==> config.mk <==
export PLATFORM = sky130hd
export DESIGN_NAME = signed_int_to_decimal_ascii
export DESIGN_NICKNAME = d
export VERILOG_FILES = /design/src/rtl/sida_pkg.sv /design/src/rtl/signed_int_to_decimal_ascii.sv /design/src/rtl/sida_dabble.sv /design/src/rtl/sida_emit.sv
export SDC_FILE = /design/constraint.sdc
export NUM_CORES = 2
export LEC_CHECK = 0
export BUFFER_PORTS_ARGS = -buffer_cell sky130_fd_sc_hd__buf_2
export CORE_ASPECT_RATIO = 1.4
export CORE_UTILIZATION = 65
export CTS_CLUSTER_SIZE = 20
export DETAILED_ROUTE_END_ITERATION = 16
export HOLD_SLACK_MARGIN = 0.02
export PLACE_DENSITY = 0.86
export SLEW_MARGIN = 10
export SYNTH_ARGS = -nofsm -noshare
export SYNTH_HDL_FRONTEND = slang
export SYNTH_SLANG_ARGS = --single-unit
==> constraint.sdc <==
create_clock -name clk -period 12.6 [get_ports clk]
set_input_delay 1.26 -clock clk [delete_from_list [all_inputs] [get_ports clk]]
set_output_delay 1.26 -clock clk [all_outputs]
set_load 0.01 [all_outputs]
==> src/rtl/sida_pkg.sv <==
// shared constants and helpers for the signed integer to decimal ascii converter
package sida_pkg;

  localparam int CodeW = 7;

  localparam logic [CodeW-1:0] CODE_ZERO  = 7'd48;
  localparam logic [CodeW-1:0] CODE_MINUS = 7'd45;

  localparam logic [3:0] BCD_ADJ_MIN = 4'd5;
  localparam logic [3:0] BCD_ADJ_ADD = 4'd3;

  // decimal digits of 2^(w-1), the largest magnitude; log10(2) ~ 0.30103
  function automatic int digit_count(input int w);
    return ((w - 1) * 30103) / 100000 + 1;
  endfunction

endpackage

==> src/rtl/signed_int_to_decimal_ascii.sv <==
// top level: signed integer to decimal ascii text, one character per transfer
// Input channel: in_value with in_valid/in_stall; a transfer happens on a clock
// edge with in_valid high and in_stall low. Each value yields its decimal text
// on the output channel, most significant character first: a leading minus for
// negative values, no leading zeros, a single '0' for zero. out_last_char marks
// the final character; the most negative value converts correctly.
// Path from input transfer to first character: input register, VALUE_WIDTH
// shift-and-add-3 stages, serializer, output register. Throughput: one
// character per cycle on the output while out_stall is low; a value has up to
// 11 characters at a width of 32, and the serializer is the bottleneck: the
// bcd pipeline accepts a value every cycle unless it is backed up.
// out_stall holds the output register; the serializer and then each pipeline
// stage back up in turn and in_stall rises only when the whole pipeline is full.
// Nothing is dropped or repeated. Synchronous active-low reset empties all
// stages; no configuration is needed.
module signed_int_to_decimal_ascii #(
  parameter int VALUE_WIDTH = 32
) (
  input  logic                   clk,
  input  logic                   rst_n,
  input  logic                   in_valid,
  output logic                   in_stall,
  input  logic signed [VALUE_WIDTH-1:0] in_value,
  output logic                   out_valid,
  input  logic                   out_stall,
  output logic [sida_pkg::CodeW-1:0] out_char_code,
  output logic                   out_last_char
);

  localparam int NDig = sida_pkg::digit_count(VALUE_WIDTH);
  localparam int BcdW = NDig * 4;

  // input register: sign and unsigned magnitude
  logic                   s0_valid_r, s0_valid_nxt;
  logic                   s0_neg_r;
  logic [VALUE_WIDTH-1:0] s0_mag_r;
  logic                   s0_advance;
  logic                   in_neg;
  logic [VALUE_WIDTH-1:0] in_mag;

  // stage chain: index i feeds dabble stage i, index VALUE_WIDTH feeds serializer
  logic                   ch_valid [0:VALUE_WIDTH];
  logic                   ch_ready [0:VALUE_WIDTH];
  logic                   ch_neg   [0:VALUE_WIDTH];
  logic [VALUE_WIDTH-1:0] ch_mag   [0:VALUE_WIDTH];
  logic [BcdW-1:0]        ch_bcd   [0:VALUE_WIDTH];

  // magnitude as unsigned, so the most negative value does not overflow
  assign in_neg = in_value[VALUE_WIDTH-1];
  assign in_mag = in_neg ? VALUE_WIDTH'(~in_value + 1'b1) : VALUE_WIDTH'(in_value);

  assign s0_advance = !s0_valid_r || ch_ready[0];
  assign in_stall   = !s0_advance;

  always_comb begin
    s0_valid_nxt = s0_advance ? in_valid : s0_valid_r;
  end

  always_ff @(posedge clk) begin
    if (!rst_n) begin
      s0_valid_r <= 1'b0;
    end else begin
      s0_valid_r <= s0_valid_nxt;
    end
  end

  always_ff @(posedge clk) begin
    if (s0_advance && in_valid) begin
      s0_neg_r <= in_neg;
      s0_mag_r <= in_mag;
    end
  end

  assign ch_valid[0] = s0_valid_r;
  assign ch_neg[0]   = s0_neg_r;
  assign ch_mag[0]   = s0_mag_r;
  assign ch_bcd[0]   = '0;

  // one magnitude bit shifted into the bcd digits per stage
  for (genvar g = 0; g < VALUE_WIDTH; g++) begin : g_dabble
    sida_dabble #(
      .VALUE_WIDTH(VALUE_WIDTH)
    ) u_dabble (
      .clk     (clk),
      .rst_n   (rst_n),
      .up_valid(ch_valid[g]),
      .up_ready(ch_ready[g]),
      .up_neg  (ch_neg[g]),
      .up_mag  (ch_mag[g]),
      .up_bcd  (ch_bcd[g]),
      .dn_valid(ch_valid[g+1]),
      .dn_ready(ch_ready[g+1]),
      .dn_neg  (ch_neg[g+1]),
      .dn_mag  (ch_mag[g+1]),
      .dn_bcd  (ch_bcd[g+1])
    );
  end

  // serializer takes the finished digits; leftover magnitude bits are all zero
  sida_emit #(
    .VALUE_WIDTH(VALUE_WIDTH)
  ) u_emit (
    .clk          (clk),
    .rst_n        (rst_n),
    .ld_valid     (ch_valid[VALUE_WIDTH]),
    .ld_ready     (ch_ready[VALUE_WIDTH]),
    .ld_neg       (ch_neg[VALUE_WIDTH]),
    .ld_bcd       (ch_bcd[VALUE_WIDTH]),
    .out_valid    (out_valid),
    .out_stall    (out_stall),
    .out_char_code(out_char_code),
    .out_last_char(out_last_char)
  );

endmodule

==> src/rtl/sida_dabble.sv <==
// one shift-and-add-3 step of the binary to bcd pipeline
module sida_dabble #(
  parameter int VALUE_WIDTH = 32
) (
  input  logic                   clk,
  input  logic                   rst_n,
  input  logic                   up_valid,
  output logic                   up_ready,
  input  logic                   up_neg,
  input  logic [VALUE_WIDTH-1:0] up_mag,
  input  logic [sida_pkg::digit_count(VALUE_WIDTH)*4-1:0] up_bcd,
  output logic                   dn_valid,
  input  logic                   dn_ready,
  output logic                   dn_neg,
  output logic [VALUE_WIDTH-1:0] dn_mag,
  output logic [sida_pkg::digit_count(VALUE_WIDTH)*4-1:0] dn_bcd
);

  localparam int NDig = sida_pkg::digit_count(VALUE_WIDTH);
  localparam int BcdW = NDig * 4;

  logic                   valid_r;
  logic                   valid_nxt;
  logic                   neg_r;
  logic [VALUE_WIDTH-1:0] mag_r;
  logic [BcdW-1:0]        bcd_r;
  logic [BcdW-1:0]        adj;
  logic                   advance;

  assign advance  = !valid_r || dn_ready;
  assign up_ready = advance;

  // add 3 to every digit of 5 or more before the shift
  always_comb begin
    for (int i = 0; i < NDig; i++) begin
      if (up_bcd[i*4 +: 4] >= sida_pkg::BCD_ADJ_MIN) begin
        adj[i*4 +: 4] = up_bcd[i*4 +: 4] + sida_pkg::BCD_ADJ_ADD;
      end else begin
        adj[i*4 +: 4] = up_bcd[i*4 +: 4];
      end
    end
  end

  always_comb begin
    valid_nxt = advance ? up_valid : valid_r;
  end

  always_ff @(posedge clk) begin
    if (!rst_n) begin
      valid_r <= 1'b0;
    end else begin
      valid_r <= valid_nxt;
    end
  end

  always_ff @(posedge clk) begin
    if (advance && up_valid) begin
      neg_r <= up_neg;
      mag_r <= {up_mag[VALUE_WIDTH-2:0], 1'b0};
      bcd_r <= {adj[BcdW-2:0], up_mag[VALUE_WIDTH-1]};
    end
  end

  assign dn_valid = valid_r;
  assign dn_neg   = neg_r;
  assign dn_mag   = mag_r;
  assign dn_bcd   = bcd_r;

endmodule

==> src/rtl/sida_emit.sv <==
// character serializer with leading zero suppression and output register
module sida_emit #(
  parameter int VALUE_WIDTH = 32
) (
  input  logic                   clk,
  input  logic                   rst_n,
  input  logic                   ld_valid,
  output logic                   ld_ready,
  input  logic                   ld_neg,
  input  logic [sida_pkg::digit_count(VALUE_WIDTH)*4-1:0] ld_bcd,
  output logic                   out_valid,
  input  logic                   out_stall,
  output logic [sida_pkg::CodeW-1:0] out_char_code,
  output logic                   out_last_char
);

  localparam int NDig = sida_pkg::digit_count(VALUE_WIDTH);
  localparam int BcdW = NDig * 4;
  localparam int IdxW = (NDig > 1) ? $clog2(NDig) : 1;

  logic                        busy_r, busy_nxt;
  logic                        sign_r, sign_nxt;
  logic [IdxW-1:0]             pos_r, pos_nxt;
  logic [BcdW-1:0]             bcd_r, bcd_nxt;
  logic                        oval_r, oval_nxt;
  logic [sida_pkg::CodeW-1:0]  code_r, code_nxt;
  logic                        last_r, last_nxt;
  logic                        out_free;
  logic                        fin;
  logic                        ld_take;
  logic [IdxW-1:0]             top_dig;
  logic [3:0]                  cur_dig;

  assign out_free = !oval_r || !out_stall;
  assign fin      = busy_r && !sign_r && (pos_r == '0);
  assign ld_ready = !busy_r || (out_free && fin);
  assign ld_take  = ld_valid && ld_ready;
  assign cur_dig  = bcd_r[4*pos_r +: 4];

  // highest nonzero digit, zero when the value is zero
  always_comb begin
    top_dig = '0;
    for (int i = 0; i < NDig; i++) begin
      if (ld_bcd[i*4 +: 4] != 4'd0) begin
        top_dig = IdxW'(i);
      end
    end
  end

  always_comb begin
    busy_nxt = busy_r;
    sign_nxt = sign_r;
    pos_nxt  = pos_r;
    bcd_nxt  = bcd_r;
    oval_nxt = oval_r;
    code_nxt = code_r;
    last_nxt = last_r;
    if (out_free) begin
      oval_nxt = busy_r;
      code_nxt = sign_r ? sida_pkg::CODE_MINUS : (sida_pkg::CODE_ZERO + {3'b000, cur_dig});
      last_nxt = !sign_r && (pos_r == '0);
      if (busy_r) begin
        if (sign_r) begin
          sign_nxt = 1'b0;
        end else if (pos_r == '0) begin
          busy_nxt = 1'b0;
        end else begin
          pos_nxt = pos_r - 1'b1;
        end
      end
    end
    if (ld_take) begin
      busy_nxt = 1'b1;
      sign_nxt = ld_neg;
      pos_nxt  = top_dig;
      bcd_nxt  = ld_bcd;
    end
  end

  always_ff @(posedge clk) begin
    if (!rst_n) begin
      busy_r <= 1'b0;
      sign_r <= 1'b0;
      oval_r <= 1'b0;
    end else begin
      busy_r <= busy_nxt;
      sign_r <= sign_nxt;
      oval_r <= oval_nxt;
    end
  end

  always_ff @(posedge clk) begin
    pos_r  <= pos_nxt;
    bcd_r  <= bcd_nxt;
    code_r <= code_nxt;
    last_r <= last_nxt;
  end

  assign out_valid     = oval_r;
  assign out_char_code = code_r;
  assign out_last_char = last_r;

`ifndef SYNTHESIS
  a_sign_needs_busy: assert property (@(posedge clk) disable iff (!rst_n)
    sign_r |-> busy_r)
    else $error("minus pending without an item in the serializer");

  a_minus_not_last: assert property (@(posedge clk) disable iff (!rst_n)
    (oval_r && code_r == sida_pkg::CODE_MINUS) |-> !last_r)
    else $error("minus sign flagged as last character");

  a_no_leading_zero: assert property (@(posedge clk) disable iff (!rst_n)
    (oval_r && !out_stall && code_r == sida_pkg::CODE_MINUS)
      |=> (oval_r && code_r != sida_pkg::CODE_ZERO))
    else $error("minus not followed by a nonzero leading digit");

  a_load_sets_busy: assert property (@(posedge clk) disable iff (!rst_n)
    ld_take |=> busy_r)
    else $error("loaded item lost in the serializer");
`endif

endmodule
* Word-level counts from Yosys, hierarchy flattened *
Cells that the tools add are included.

word-level totals
  bits in registers = 1,710
  input port bits = 36
  output and inout port bits = 10

cells by class
  add/sub/neg operators = 268
  order comparisons = 265
  eq/ne operators = 2
  shift operators = 1
  multiplexer cells = 288
  bitwise gates (word level) = 1
  reduce and logical (&&, ||, !) cells = 125

operators by type and width
  cell                                                               number
  greater-or-equal comparator 4 x 3 -> 1 bit, second input constant  255
  2-to-1 mux 4 bit                                                   241
  adder 4 x 2 -> 4 bit, second input constant                        234
  2-to-1 mux 3 bit                                                   25
  adder 3 x 2 -> 3 bit, second input constant                        21
  indexed part select 40 x 7 -> 4 bit                                1
  logical AND 1 bit                                                  38
  zero test 1 bit                                                    38
  nonzero test 4 bit                                                 9
  logical OR 1 bit                                                   35
  adder 32 x 1 -> 32 bit, second input constant                      1
  NOT 32 bit                                                         1
  2-to-1 mux 31 bit                                                  1
  adder 1 x 2 -> 3 bit, both inputs constant                         9
  greater-or-equal comparator 1 x 3 -> 1 bit, both inputs constant   9
  2-to-1 mux 1 bit                                                   19
  adder 6 x 4 -> 7 bit, first input constant                         1
  zero test 4 bit                                                    1
  2-to-1 mux 2 bit                                                   2
  AND reduction 4 bit                                                1
  nonzero test 2 bit                                                 2
  subtractor 4 x 1 -> 4 bit, second input constant                   1
  adder 1 x 2 -> 3 bit, second input constant                        1
  greater-or-equal comparator 1 x 3 -> 1 bit, second input constant  1
  other kinds (3)                                                    3

* Longest topological paths before layout *
  depth after elaboration = 39
  depth in mapped cells = 10
  depth with buffers taken out = 8

* Hierarchy *
From an unflattened synthesis, not the netlist that was laid out.

second synthesis, totals
  cells, all modules = 7,806
  area total of the unflattened synthesis = 106,832.5 µm²

modules (own cells, without submodules)
  module                       times used  cells an instance  area each (µm²)  seq. area each (µm²)
  sida_dabble                  32          235                3,210.6          2,182.1
  sida_emit                    1           143                2,290.9          1,561.5
  signed_int_to_decimal_ascii  1           143                1,803.0          1,011.0

* Least setup slack after synthesis *
Ideal clock, no wire load.

  path kind = register to register
  start point = reg u_emit.pos_r[0]
  end point = reg g_dabble[24].u_dabble.bcd_r[0] (enable)
  library setup time = 502 ps
  arrival time = 5,078 ps
  data required time = 12,098 ps
  setup slack = 7,019 ps
  cell stages (with the launch flop) = 9
  path buffers = 2
  clock period less this slack = 5,581 ps
  cell sequence = edfxtp_1 -> clkbuf_1 -> clkbuf_1 -> inv_1 -> ha_1 -> or3b_2 -> o21ai_0 -> nor3_1 -> a21boi_0

between the ends
  cells in the longest elaborated chain, start to end = 13

ends and longest elaborated chain
  what                           line               text
  from (decl)                    sida_emit.sv:23    logic [IdxW-1:0] pos_r, pos_nxt;
  from (signal assigned)         sida_emit.sv:93    pos_r <= pos_nxt;
  zero test 4 bit                sida_emit.sv:35    assign fin = busy_r && !sign_r && (pos_r == '0);
  logical AND 1 bit              sida_emit.sv:35
  logical AND 1 bit              sida_emit.sv:36    assign ld_ready = !busy_r || (out_free && fin);
  logical OR 1 bit               sida_emit.sv:36
  logical OR 1 bit (8 in a row)  sida_dabble.sv:30  assign advance = !valid_r || dn_ready;
  logical AND 1 bit              sida_dabble.sv:57  if (advance && up_valid) begin
  to (signal assigned)           sida_dabble.sv:60  bcd_r <= {adj[BcdW-2:0], up_mag[VALUE_WIDTH-1]};
  to (decl)                      sida_dabble.sv:26  logic [BcdW-1:0] bcd_r;

No other way between the ends.
A chain may end at the register's enable or synchronous reset.

* Worst setup path in the final report *
  start point = reg g_dabble[31].u_dabble.valid_r
  end point = out in_stall

between the ends
  cells in the longest elaborated chain, start to end = 35

ends and longest elaborated chain
  what                            line                               text
  from (decl)                     sida_dabble.sv:22                  logic valid_r;
  from (signal assigned)          sida_dabble.sv:52                  valid_r <= valid_nxt;
  zero test 1 bit                 sida_dabble.sv:30
  logical OR 1 bit (32 in a row)  sida_dabble.sv:30
  logical OR 1 bit                signed_int_to_decimal_ascii.sv:52  assign s0_advance = !s0_valid_r || ch_ready[0];
  zero test 1 bit                 signed_int_to_decimal_ascii.sv:53  assign in_stall = !s0_advance;
  to (decl)                       signed_int_to_decimal_ascii.sv:22  output logic in_stall,

No other way between the ends.

==> out/metrics.cfg <==
[synth]
synth-simple-area-share = 0.0961
synth_top_family_by_area = simple AND/OR/NAND/NOR gates
muxShareOfSynthArea = 0.0311
yosysTopAreaCellShare = 0.684
synth_area_sq_mm = 0.0567
synthArstFlopShare = 0
synth.yosys.seq_area_share = 0.697
synth_seq_cells = 1327
synthXorXnorAreaFrac = 0.0287
synth_compound_area_frac = 0.0534
yosysWarnings = 0
syn_inst = 4095
yosysUniqueCellTypes = 50
synth_edf_count = 1291
synth.avg_cell_area_sq_um = 13.8
ys.flop_type = edfxtp_1
synth_area_leaders = edfxtp_1 (68%), ha_1 (7.1%), nand2_1 (4.1%), nand2b_1 (3.2%), o21ai_0 (2.8%)
synth_fa_ha_area_frac = 0.0706
synth_nets = 4451
synth_top_cell_by_area = edfxtp_1

[global_route]
grt_max_degree = 43
grt_pass1_wl_mm = 165
grt_usage = 0.244
antenna_found_initial = 6
gr-total-overflow = 0
grt_pass1_vias = 32400

[cells_and_area]
synthToLayoutAreaGrowth_pct = 10.2
final_util = 0.727
multi_input_comb_area_sq_mm = 0.0161
fill_cells = 4885
antenna_cells = 0
stdcell_area_sq_mm = 0.0625
seq_area_sq_mm = 0.0395
layout-drive-gt1-share = 0.0650
final_nets = 4612

[floorplanning]
die-area_sq_mm = 0.0884
initial_core_util = 0.659
num_rows = 127
die_h_microns = 351
io_pins = 46
fp.coreArea_sq_mm = 0.0860
die_x_microns = 252

[worst_setup_path]
cp_max_fo = 9
end_kind = output port
cp.arrival_ns = 3.71
crit_required_ns = 11.34
startpoint_type = flop
crit_type = reg2out

[run]
cap_viol_max_count = 0

[clocking]
clk_path_buf_depth = 3
cts_buffers = 115
clock_latency_ns = 0.72
clk_pin_slew_ns = 0.06
cts_resized = 0
cts_tree = done
cts-root-buf = clkbuf_16
cts_max_level = 3
ctsHoldBuffers = 0
cts_sinks = 1327
postCtsSetupBuffers = 0

[sta]
finalHoldViolations = 0
slew_viol_final = 0
final.period_utilization = 0.395
clock_skew_ns = 0.0365
period_minus_slack_ns = 4.97
rsz0062_at_grt = no
tightest_slew_ns = 1.23
relSlewSlack = 0.178
fmax_mhz = 201
setup_viol = 0
tns_ns = 0

[detailed_routing]
drt_first_pass_iters = 5
drc = 0
drt_iter0_drc = 2010
postRouteAntennaNets = 0
wl_per_cell_microns = 19.2
wirelength_mm = 106
vias = 31200
vias_per_cell = 5.66

[run_status]
outcome = finished clean

[place]
place_hpwl_mm = 70.0
place_congestion = 0.840
dpl-instance-area_sq_mm = 0.0586
port_buffers = 43

[pwr]
totalPowerFinal_w = 0.00848
p_leak_nw = 23.2
irDropWorstVdd_uv = 139
power_density_mw_per_mm2 = 136

[hold_path]
hold_path.class = reg2reg

cell type report:
type,instances,area share
clock buffer,137,0.0487
tap,1161,0.0232
multi-input combinational,2421,0.258
clock inverter,76,0.0122
timing repair buffer,61,0.00601
sequential,1327,0.632
inverter,330,0.0198
kinds of logic after synthesis:
logic type / after synthesis
compound gates: 563
xor+xnor: 186
fa+ha+maj: 320
buf+inv: 347
flops: 1327
mux: 166
other cells: 2
simple gates: 1184
path summary, 6_finish.rpt:
kind	start	endpoint	slack (ns)	depth (start not counted)
max	g_dabble[31].u_dabble.dn_valid	in_stall	7.63	5
min	g_dabble[17].u_dabble.dn_mag[25]	g_dabble[18].u_dabble.dn_mag[26]	0.40	0
max reg2reg	u_emit.pos_r[0]	g_dabble[8].u_dabble.dn_bcd[6]	8.13	7
min reg2reg	g_dabble[17].u_dabble.dn_mag[25]	g_dabble[18].u_dabble.dn_mag[26]	0.40	0
per-stage QoR:
step / cells / setup WS (ns) / hold slack [ns]
2_1_floorplan: 4095 / 7.02 / 0.400
3_3_place_gp: 5298 / 8.46 / 0.401
3_5_place_dp: 5298 / 8.32 / 0.405
4_1_cts: 5511 / 7.68 / 0.405
5_1_grt: 5513 / 7.47 / 0.409
6_report: 5513 / 7.63 / 0.405
synthesized netlist by cell type (3+ instances only):
master    instances
edfxtp_1       1291
nand2_1         612
inv_1           330
o21ai_0         322
ha_1            320
nand2b_1        290
xnor2_1         184
nor2_1          182
a21oi_1         173
mux2i_1         155
dfxtp_1          36
o21a_1           27
nor2b_1          26
nand3_1          13
a21boi_0         10
clkbuf_1         10
nor4_1           10
or4_1            10
nor3_1            9
mux4_2            8
o22a_1            8
o31ai_1           7
and2_1            6
and3_1            6
o41ai_1           5
nand4_1           4
buf_2             3
mux2_2            3
or2_2             3
or3_1             3
layer usage:
metal,GRT usage,part of all wire,vias to the layer above
li1,-,-,14800
met1,0.227,0.32,15300
met4,0.137,0.054,8
met3,0.0347,0.042,282
met5,0,0.00051,-
met2,0.496,0.58,855
power by group:
| part | switching [W] | internal [W] | leakage, nW | total (W) |
|---|---|---|---|---|
| Sequential | 0.0000169 | 0.00481 | 12.0 | 0.00483 |
| Clock | 0.00160 | 0.00201 | 1.86 | 0.00361 |
| Combinational | 0.0000279 | 0.0000161 | 9.33 | 0.0000441 |
cell usage in the layout (no fill, tap or decap), types with 26 or more instances in the layout:
master / count
o21a_1: 27
mux2i_1: 155
nand2_1: 612
o21ai_0: 322
clkinv_1: 26
inv_1: 330
dfxtp_1: 36
nand2b_1: 290
buf_2: 43
ha_1: 320
nor2_1: 179
xnor2_1: 184
a21oi_1: 172
edfxtp_1: 1291
clkbuf_16: 118
registers in the layout, indices dropped and copies added, names as in the netlist:
signal                      flops
g_dabble.u_dabble.dn_bcd      680
g_dabble.u_dabble.dn_mag      496
u_emit.bcd_r                   40
g_dabble.u_dabble.dn_neg       32
g_dabble.u_dabble.dn_valid     32
s0_mag_r                       32
u_emit.out_char_code            5
u_emit.pos_r                    4
s0_neg_r                        1
s0_valid_r                      1
u_emit.busy_r                   1
u_emit.out_last_char            1
u_emit.out_valid                1
u_emit.sign_r                   1
worst max-delay path, stage by stage, from the launching register on:
cell	delay [ns]
dfxtp_1	0.58
nand3_1	0.17
nor4_1	0.89
nand3_1	0.48
nor4_1	0.61
buf_2	0.29
Note: power is estimated with default switching activity, not from simulation.
